===== src/rtl/htsed_pkg.sv =====
// Package: beat types, window type and tag/entity match functions.
`timescale 1ns / 1ps
package htsed_pkg;

    localparam int WinDepth = 6;
    localparam int PatLen   = 5;

    localparam logic [7:0] ChLt    = 8'h3C;
    localparam logic [7:0] ChGt    = 8'h3E;
    localparam logic [7:0] ChAmp   = 8'h26;
    localparam logic [7:0] ChQuot  = 8'h22;
    localparam logic [7:0] ChSpace = 8'h20;
    localparam logic [7:0] ChNl    = 8'h0A;

    typedef struct packed {
        logic [7:0] in_byte;
        logic       in_last;
    } t_in_beat;

    typedef struct packed {
        logic [7:0] out_char;
        logic       out_is_char;
        logic       out_last;
    } t_out_beat;

    typedef logic [WinDepth-1:0][7:0] t_win;
    typedef logic [0:PatLen-1][7:0]   t_pat;

    typedef struct packed {
        logic       emit;
        logic [7:0] ch;
        logic [2:0] used;
        logic       in_tag;
    } t_head;

    localparam t_pat PatBr    = {"<br", 16'h0};
    localparam t_pat PatP     = {"<p", 24'h0};
    localparam t_pat PatEndP  = {"</p", 16'h0};
    localparam t_pat PatDiv   = {"<div", 8'h0};
    localparam t_pat PatEndDv = "</div";
    localparam t_pat PatLi    = {"<li", 16'h0};
    localparam t_pat PatEndH  = {"</h", 16'h0};
    localparam t_pat PatAmp   = {"amp;", 8'h0};
    localparam t_pat PatLtE   = {"lt;", 16'h0};
    localparam t_pat PatGtE   = {"gt;", 16'h0};
    localparam t_pat PatQuot  = "quot;";
    localparam t_pat PatNbsp  = "nbsp;";

    function automatic logic [7:0] fold_case(logic [7:0] b);
        logic [7:0] r;
        r = b;
        if (b >= 8'h41 && b <= 8'h5A) begin
            r = b + 8'd32;
        end
        return r;
    endfunction

    function automatic logic win_has(t_win w, logic [2:0] f, int pos, t_pat pat, int len,
                                     logic nocase);
        logic       ok;
        logic [7:0] b;
        logic [2:0] idx;
        ok = (pos + len <= int'(f));
        for (int i = 0; i < PatLen; i++) begin
            if (i < len && pos + i < WinDepth) begin
                idx = 3'(pos + i);
                b = w[idx];
                if (nocase) begin
                    b = fold_case(b);
                end
                if (b != pat[i]) begin
                    ok = 1'b0;
                end
            end
        end
        return ok;
    endfunction

    function automatic t_win drop_front(t_win w, logic [2:0] n);
        t_win r;
        r = w;
        for (int i = 0; i < WinDepth; i++) begin
            if (i + int'(n) < WinDepth) begin
                r[i] = w[3'(i + int'(n))];
            end
        end
        return r;
    endfunction

    function automatic t_head handle_head(t_win w, logic [2:0] f, logic in_tag);
        t_head h;
        logic [7:0] b;
        b        = w[0];
        h.emit   = 1'b0;
        h.ch     = b;
        h.used   = 3'd1;
        h.in_tag = in_tag;
        if (b == ChLt) begin
            h.in_tag = 1'b1;
            if (win_has(w, f, 0, PatBr, 3, 1'b1) || win_has(w, f, 0, PatP, 2, 1'b1) ||
                win_has(w, f, 0, PatEndP, 3, 1'b1) || win_has(w, f, 0, PatDiv, 4, 1'b1) ||
                win_has(w, f, 0, PatEndDv, 5, 1'b1) || win_has(w, f, 0, PatLi, 3, 1'b1) ||
                win_has(w, f, 0, PatEndH, 3, 1'b1)) begin
                h.emit = 1'b1;
                h.ch   = ChNl;
            end
        end else if (in_tag) begin
            if (b == ChGt) begin
                h.in_tag = 1'b0;
            end
        end else if (b == ChAmp) begin
            h.emit = 1'b1;
            h.ch   = ChAmp;
            if (win_has(w, f, 1, PatAmp, 4, 1'b0)) begin
                h.used = 3'd5;
            end else if (win_has(w, f, 1, PatLtE, 3, 1'b0)) begin
                h.ch   = ChLt;
                h.used = 3'd4;
            end else if (win_has(w, f, 1, PatGtE, 3, 1'b0)) begin
                h.ch   = ChGt;
                h.used = 3'd4;
            end else if (win_has(w, f, 1, PatQuot, 5, 1'b0)) begin
                h.ch   = ChQuot;
                h.used = 3'd6;
            end else if (win_has(w, f, 1, PatNbsp, 5, 1'b0)) begin
                h.ch   = ChSpace;
                h.used = 3'd6;
            end
        end else begin
            h.emit = 1'b1;
        end
        return h;
    endfunction

endpackage


===== src/rtl/html_tag_strip_entity_decode.sv =====
// Top level: HTML tag stripper and entity decoder over a six-byte window.
//
//  channel  | handshake                   | payload
//  ---------+-----------------------------+------------------------------------
//  in       | i_in_valid / o_in_ready     | i_in_data  (in_byte, in_last)
//  out      | o_out_valid / i_out_ready   | o_out_data (out_char, out_is_char, out_last)
//
// One byte per cycle unless held off; a beat that fills the window handles the head
// token, and its result beat is loaded into the output register at that same edge.
// A beat with in_last starts a drain: head tokens are handled in turn, then the end
// marker is sent, each step waiting for output room; input is held off meanwhile.
// Synchronous active-low reset empties the window and the output register.
// The output register stalls the input only while it is full and not taken.
`timescale 1ns / 1ps
module html_tag_strip_entity_decode
    import htsed_pkg::*;
(
    input  logic      i_clk,
    input  logic      i_rst_n,
    input  logic      i_in_valid,
    output logic      o_in_ready,
    input  t_in_beat  i_in_data,
    output logic      o_out_valid,
    input  logic      i_out_ready,
    output t_out_beat o_out_data
);

    t_win      r_win, n_win;
    logic [2:0] r_fill, n_fill;
    logic      r_in_tag, n_in_tag;
    logic      r_drain, n_drain;
    logic      r_ov, n_ov;
    t_out_beat r_out, n_out;

    logic      slot_free;
    logic      in_fire;
    t_win      w_app;
    logic [2:0] f_app;
    t_win      h_win;
    logic [2:0] h_fill;
    t_head     hd;

    assign slot_free   = !r_ov || i_out_ready;
    assign o_in_ready  = !r_drain && slot_free;
    assign in_fire     = i_in_valid && o_in_ready;
    assign o_out_valid = r_ov;
    assign o_out_data  = r_out;

    always_comb begin
        w_app = r_win;
        w_app[r_fill] = i_in_data.in_byte;
        f_app = r_fill + 3'd1;
        h_win  = r_drain ? r_win : w_app;
        h_fill = r_drain ? r_fill : f_app;
        hd = handle_head(h_win, h_fill, r_in_tag);
    end

    always_comb begin
        n_win    = r_win;
        n_fill   = r_fill;
        n_in_tag = r_in_tag;
        n_drain  = r_drain;
        n_ov     = r_ov && !i_out_ready;
        n_out    = r_out;
        if (in_fire) begin
            if (i_in_data.in_last) begin
                n_win   = w_app;
                n_fill  = f_app;
                n_drain = 1'b1;
            end else if (f_app == 3'(WinDepth)) begin
                n_win    = drop_front(w_app, hd.used);
                n_fill   = f_app - hd.used;
                n_in_tag = hd.in_tag;
                if (hd.emit) begin
                    n_ov  = 1'b1;
                    n_out = '{out_char: hd.ch, out_is_char: 1'b1, out_last: 1'b0};
                end
            end else begin
                n_win  = w_app;
                n_fill = f_app;
            end
        end else if (r_drain && slot_free) begin
            if (r_fill == 3'd0) begin
                n_drain  = 1'b0;
                n_in_tag = 1'b0;
                n_ov     = 1'b1;
                n_out    = '{out_char: 8'd0, out_is_char: 1'b0, out_last: 1'b1};
            end else begin
                n_win    = drop_front(r_win, hd.used);
                n_fill   = r_fill - hd.used;
                n_in_tag = hd.in_tag;
                if (hd.emit) begin
                    n_ov  = 1'b1;
                    n_out = '{out_char: hd.ch, out_is_char: 1'b1, out_last: 1'b0};
                end
            end
        end
    end

    always_ff @(posedge i_clk) begin
        if (!i_rst_n) begin
            r_fill   <= 3'd0;
            r_in_tag <= 1'b0;
            r_drain  <= 1'b0;
            r_ov     <= 1'b0;
        end else begin
            r_fill   <= n_fill;
            r_in_tag <= n_in_tag;
            r_drain  <= n_drain;
            r_ov     <= n_ov;
        end
    end

    always_ff @(posedge i_clk) begin
        r_win <= n_win;
        r_out <= n_out;
    end

endmodule


===== config.mk =====
export PLATFORM = sky130hd
export DESIGN_NAME = html_tag_strip_entity_decode
export DESIGN_NICKNAME = d
export VERILOG_FILES = /design/src/rtl/htsed_pkg.sv /design/src/rtl/html_tag_strip_entity_decode.sv
export SDC_FILE = /design/constraint.sdc
export NUM_CORES = 1
export LEC_CHECK = 0
export BUFFER_PORTS_ARGS = -buffer_cell sky130_fd_sc_hd__buf_2
export CAP_MARGIN = 20
export CORE_ASPECT_RATIO = 0.75
export CORE_MARGIN = 1.5
export CORE_UTILIZATION = 43
export DETAILED_ROUTE_END_ITERATION = 10
export PLACE_DENSITY_LB_ADDON = 0.25
export RECOVER_POWER = 50
export SLEW_MARGIN = 25
export SYNTH_ARGS = -nofsm -noshare
export SYNTH_HDL_FRONTEND = slang
export SYNTH_SLANG_ARGS = --single-unit

===== constraint.sdc =====
create_clock -name i_clk -period 5.8 [get_ports i_clk]
set_clock_uncertainty 0.1 [all_clocks]
set_input_delay 0.29 -clock i_clk [delete_from_list [all_inputs] [get_ports i_clk]]
set_output_delay 0.29 -clock i_clk [all_outputs]
set_load 0.01 [all_outputs]

==> reports/metrics.yaml <==
run_status:
  status: "completed"
finish:
  drive_gt1_share_pct: 13.52
  instances_no_fill: 1419
  nFillCells: 2014
  diodes: 0
  syn_to_final_growth_pct: 7.829
  nets: 1189
worst_hold_path:
  min_path_type: "in -> reg"
  min_from: "i_rst_n"
  min_to: "r_fill[0]"
  hold_depth: 3
timing:
  drv_slew: 0
  fmax_ghz: 0.1847
  rsz0062_at_grt: "no"
  fin_crit_sh_pct: 93.34
  fin_tns_setup_ns: 0
  setup_viol: 0
  period_needed_ns: 5.414
  max_slew.worst_pin.slew_ns: 1.112
  max_slew_margin_pct: 25.11
  hold_violations: 0
  whs_ns: 0.09736
pwr:
  power.total_mw: 2.856
  powerDensity_nw_per_um2: 300.8
  irDropWorstVdd_mv: 0.1390
  leakage_nw: 3.517
global_route:
  use_met2_pct: 48.94
  grt-busiest-layer: "met1"
  grt_max_degree: 59
  antenna_found_initial: 1
  grtUsageMet3_pct: 14.41
  grt_pass1_vias: 9196
  grt_use_met1_pct: 55.23
  gr-total-overflow: 0
  grt_usage_pct: 38.41
  grt_pass1_wl_um: 60890
yosys:
  synth_fp_nets: 1208
  synth_top_family_by_area: "simple AND/OR/NAND/NOR gates"
  syn_area_per_cell_um2: 7.494
  synth-simple-area-share_pct: 28.47
  synth_xor_xnor_area_share_pct: 1.108
  synth-seq-cells: 64
  synth_compound_area_share_pct: 27.05
  ys_async_sr_fraction_pct: 0
  yosys_warnings: 0
  synth_ff_type: "edfxtp_1"
  synthAdderAreaFrac_pct: 3.012
  syn_inst: 1175
  synth_area_um2: 8806
  yosysSeqAreaShare_pct: 21.14
  synth_edf_count: 58
  muxShareOfSynthArea_pct: 12.70
  synthDistinctLibCells: 96
worst_setup_path:
  slowest_stage: "or4b_1"
  critPathArrivalTime_ns: 5.37
  cpPeakStageDelay_ns: 0.69
  critical_path.top_delay_family: "simple AND/OR/NAND/NOR gates"
  worstSetupStartpointType: "flip-flop"
  reg2reg_depth: 15
  critPathMaxFanout: 16
  path_buf_inv: 3
  r2r-end: "r_win[44]"
  reg2reg_from: "r_fill[0]"
  crit_chain: "buf_4 > or4b_1 > mux2_1 > nand4b_1 > or3_1 > a21oi_1 > nand2_1 > inv_1 > ha_1 > buf_4 > nor2_1 > nor2_1 > nand3_2 > a211oi_1 > a31oi_1"
  cp-end-kind: "flip-flop"
  worstPathRequired_ns: 5.76
  rrSetupSlack_ns: 0.39
  worst-setup-path-type: "reg -> reg"
run:
  drv_cap: 0
floorplan:
  start_util_pct: 43.69
  die_h_um: 126.9
  die_w_um: 168.2
  die_area_um2: 21360
  ios: 25
  fp-row-count: 45
  fp.coreArea_um2: 20160
clock_network:
  clock-sinks: 64
  post_cts.repair.setup_buffers: 0
  insertion_delay_ns: 0.36
  cts_tree: "done"
  cts_buffer_depth: 2
  cts-root-buf: "clkbuf_16"
  hold_buffers: 0
  clkTransAtPathRegs_ns: 0.06
  h-tree-depth: 3
  cts_resized: 0
  cts_buffers: 9
placement:
  dp_hpwl_um: 29620
  port_buffers: 24
  dp.cells: 1403
  gp_congestion: 1.042
detailed_routing:
  wl_um: 41270
  vias: 10140
  postRouteAntennaNets: 0
  route.detailed.drc: 0
  drtIter0Drc: 1738
  firstDrtPassIters: 6
  detail_route.vias_per_cell: 7.144
  wl_per_cell_um: 29.08
## metal layers
layer / routed length [µm] / share of wire, %
met5: 96 / 0.23
met4: 2147 / 5.2
met3: 6539 / 16
met2: 15260 / 37
met1: 17230 / 42
## worst max path at each step
stage / startpoint / end / slack (ns) / depth (start not counted)
2_1_floorplan: r_fill[0] / r_win[24] / 0.58 / 19
3_3_place_gp: r_fill[0] / r_win[8] / 0.66 / 13
3_5_place_dp: r_fill[0] / r_win[27] / 0.72 / 16
4_1_cts: r_fill[0] / r_win[27] / 0.69 / 16
5_1_grt: r_fill[0] / r_win[44] / 0.13 / 15
6_report: r_fill[0] / r_win[44] / 0.39 / 15
## report_power, final
part / total [mW] / internal (mW) / switching [mW]
Sequential: 0.880 / 0.644 / 0.236
Combinational: 1.44 / 0.537 / 0.908
Clock: 0.532 / 0.291 / 0.240
## synth_stat cells (all sizes together), types with 14 or more instances
library cell | instances | share of area, %
a211oi | 31 | 2.8
a21oi | 96 | 5.6
a31oi | 27 | 1.9
buf | 40 | 2.4
clkbuf | 79 | 3.4
edfxtp | 58 | 20
ha | 18 | 2.6
inv | 17 | 0.72
mux2 | 26 | 3.3
mux2i | 79 | 9.1
nand2 | 168 | 7.2
nand3 | 46 | 2.9
nand3b | 16 | 1.4
nor2 | 99 | 4.3
nor2b | 14 | 0.99
nor3 | 41 | 2.3
nor4 | 15 | 1.1
o211ai | 30 | 2.6
o21ai | 62 | 3.6
## kinds of logic after synthesis
logic type               count (synthesis)
adder cells (fa/ha/maj)                 20
multiplexers                           106
flip-flops                              64
AO/OA/AOI/OAI                          347
XOR/XNOR                                 9
AND/OR/NAND/NOR                        493
buffers and inverters                  136
## area by class of cell
| class | count | area [µm²] | share of cell area [%] |
|---|---|---|---|
| Clock buffer | 10 | 229.0 | 2.411 |
| Clock inverter | 6 | 46.29 | 0.4875 |
| Inverter | 17 | 63.81 | 0.6720 |
| Multi-Input combinational cell | 975 | 6386 | 67.26 |
| Sequential cell | 64 | 1862 | 19.61 |
| Tap cell | 258 | 322.8 | 3.400 |
| Timing Repair Buffer | 89 | 585.6 | 6.167 |
## cells in the final DEF (no fill, tap or decap), types with 14 or more instances in the layout
cell and count:
a211oi_1 30, nand3b_1 16, edfxtp_1 58, mux2i_1 78
o21ai_0 59, ha_1 18, nor2b_1 14, nor2_1 96
a31oi_1 27, mux2_2 25, inv_1 17, clkbuf_1 15
nand2_1 168, a21oi_1 94, nor3_1 40, nand3_1 43
o211ai_1 30, buf_4 63
## registers in the layout, summed over array words and instances, names as in the netlist
name and flops:
o_out_valid 1, r_in_tag 1, r_win 48, r_drain 1
o_out_data 10, r_fill 3
## through the flow
| stage | setup WS, ns | util (%) | cell area (µm²) |
|---|---|---|---|
| floorplan | 0.5831 | - | 8806 |
| global placement | 0.6616 | 45.92 | 9255 |
| detailed placement | 0.7169 | 45.93 | 9258 |
| CTS | 0.6862 | 47.29 | 9533 |
| global route | 0.1293 | 47.11 | 9495 |
| finish | 0.3864 | 47.11 | 9495 |
## worst min-delay path, delay by kind of cell
| family | cells | cell delay [ns] |
|---|---|---|
| AO/OA/AOI/OAI | 2 | 0.12 |
| buffers and inverters | 1 | 0.10 |
(Power assumes the default switching activity.)
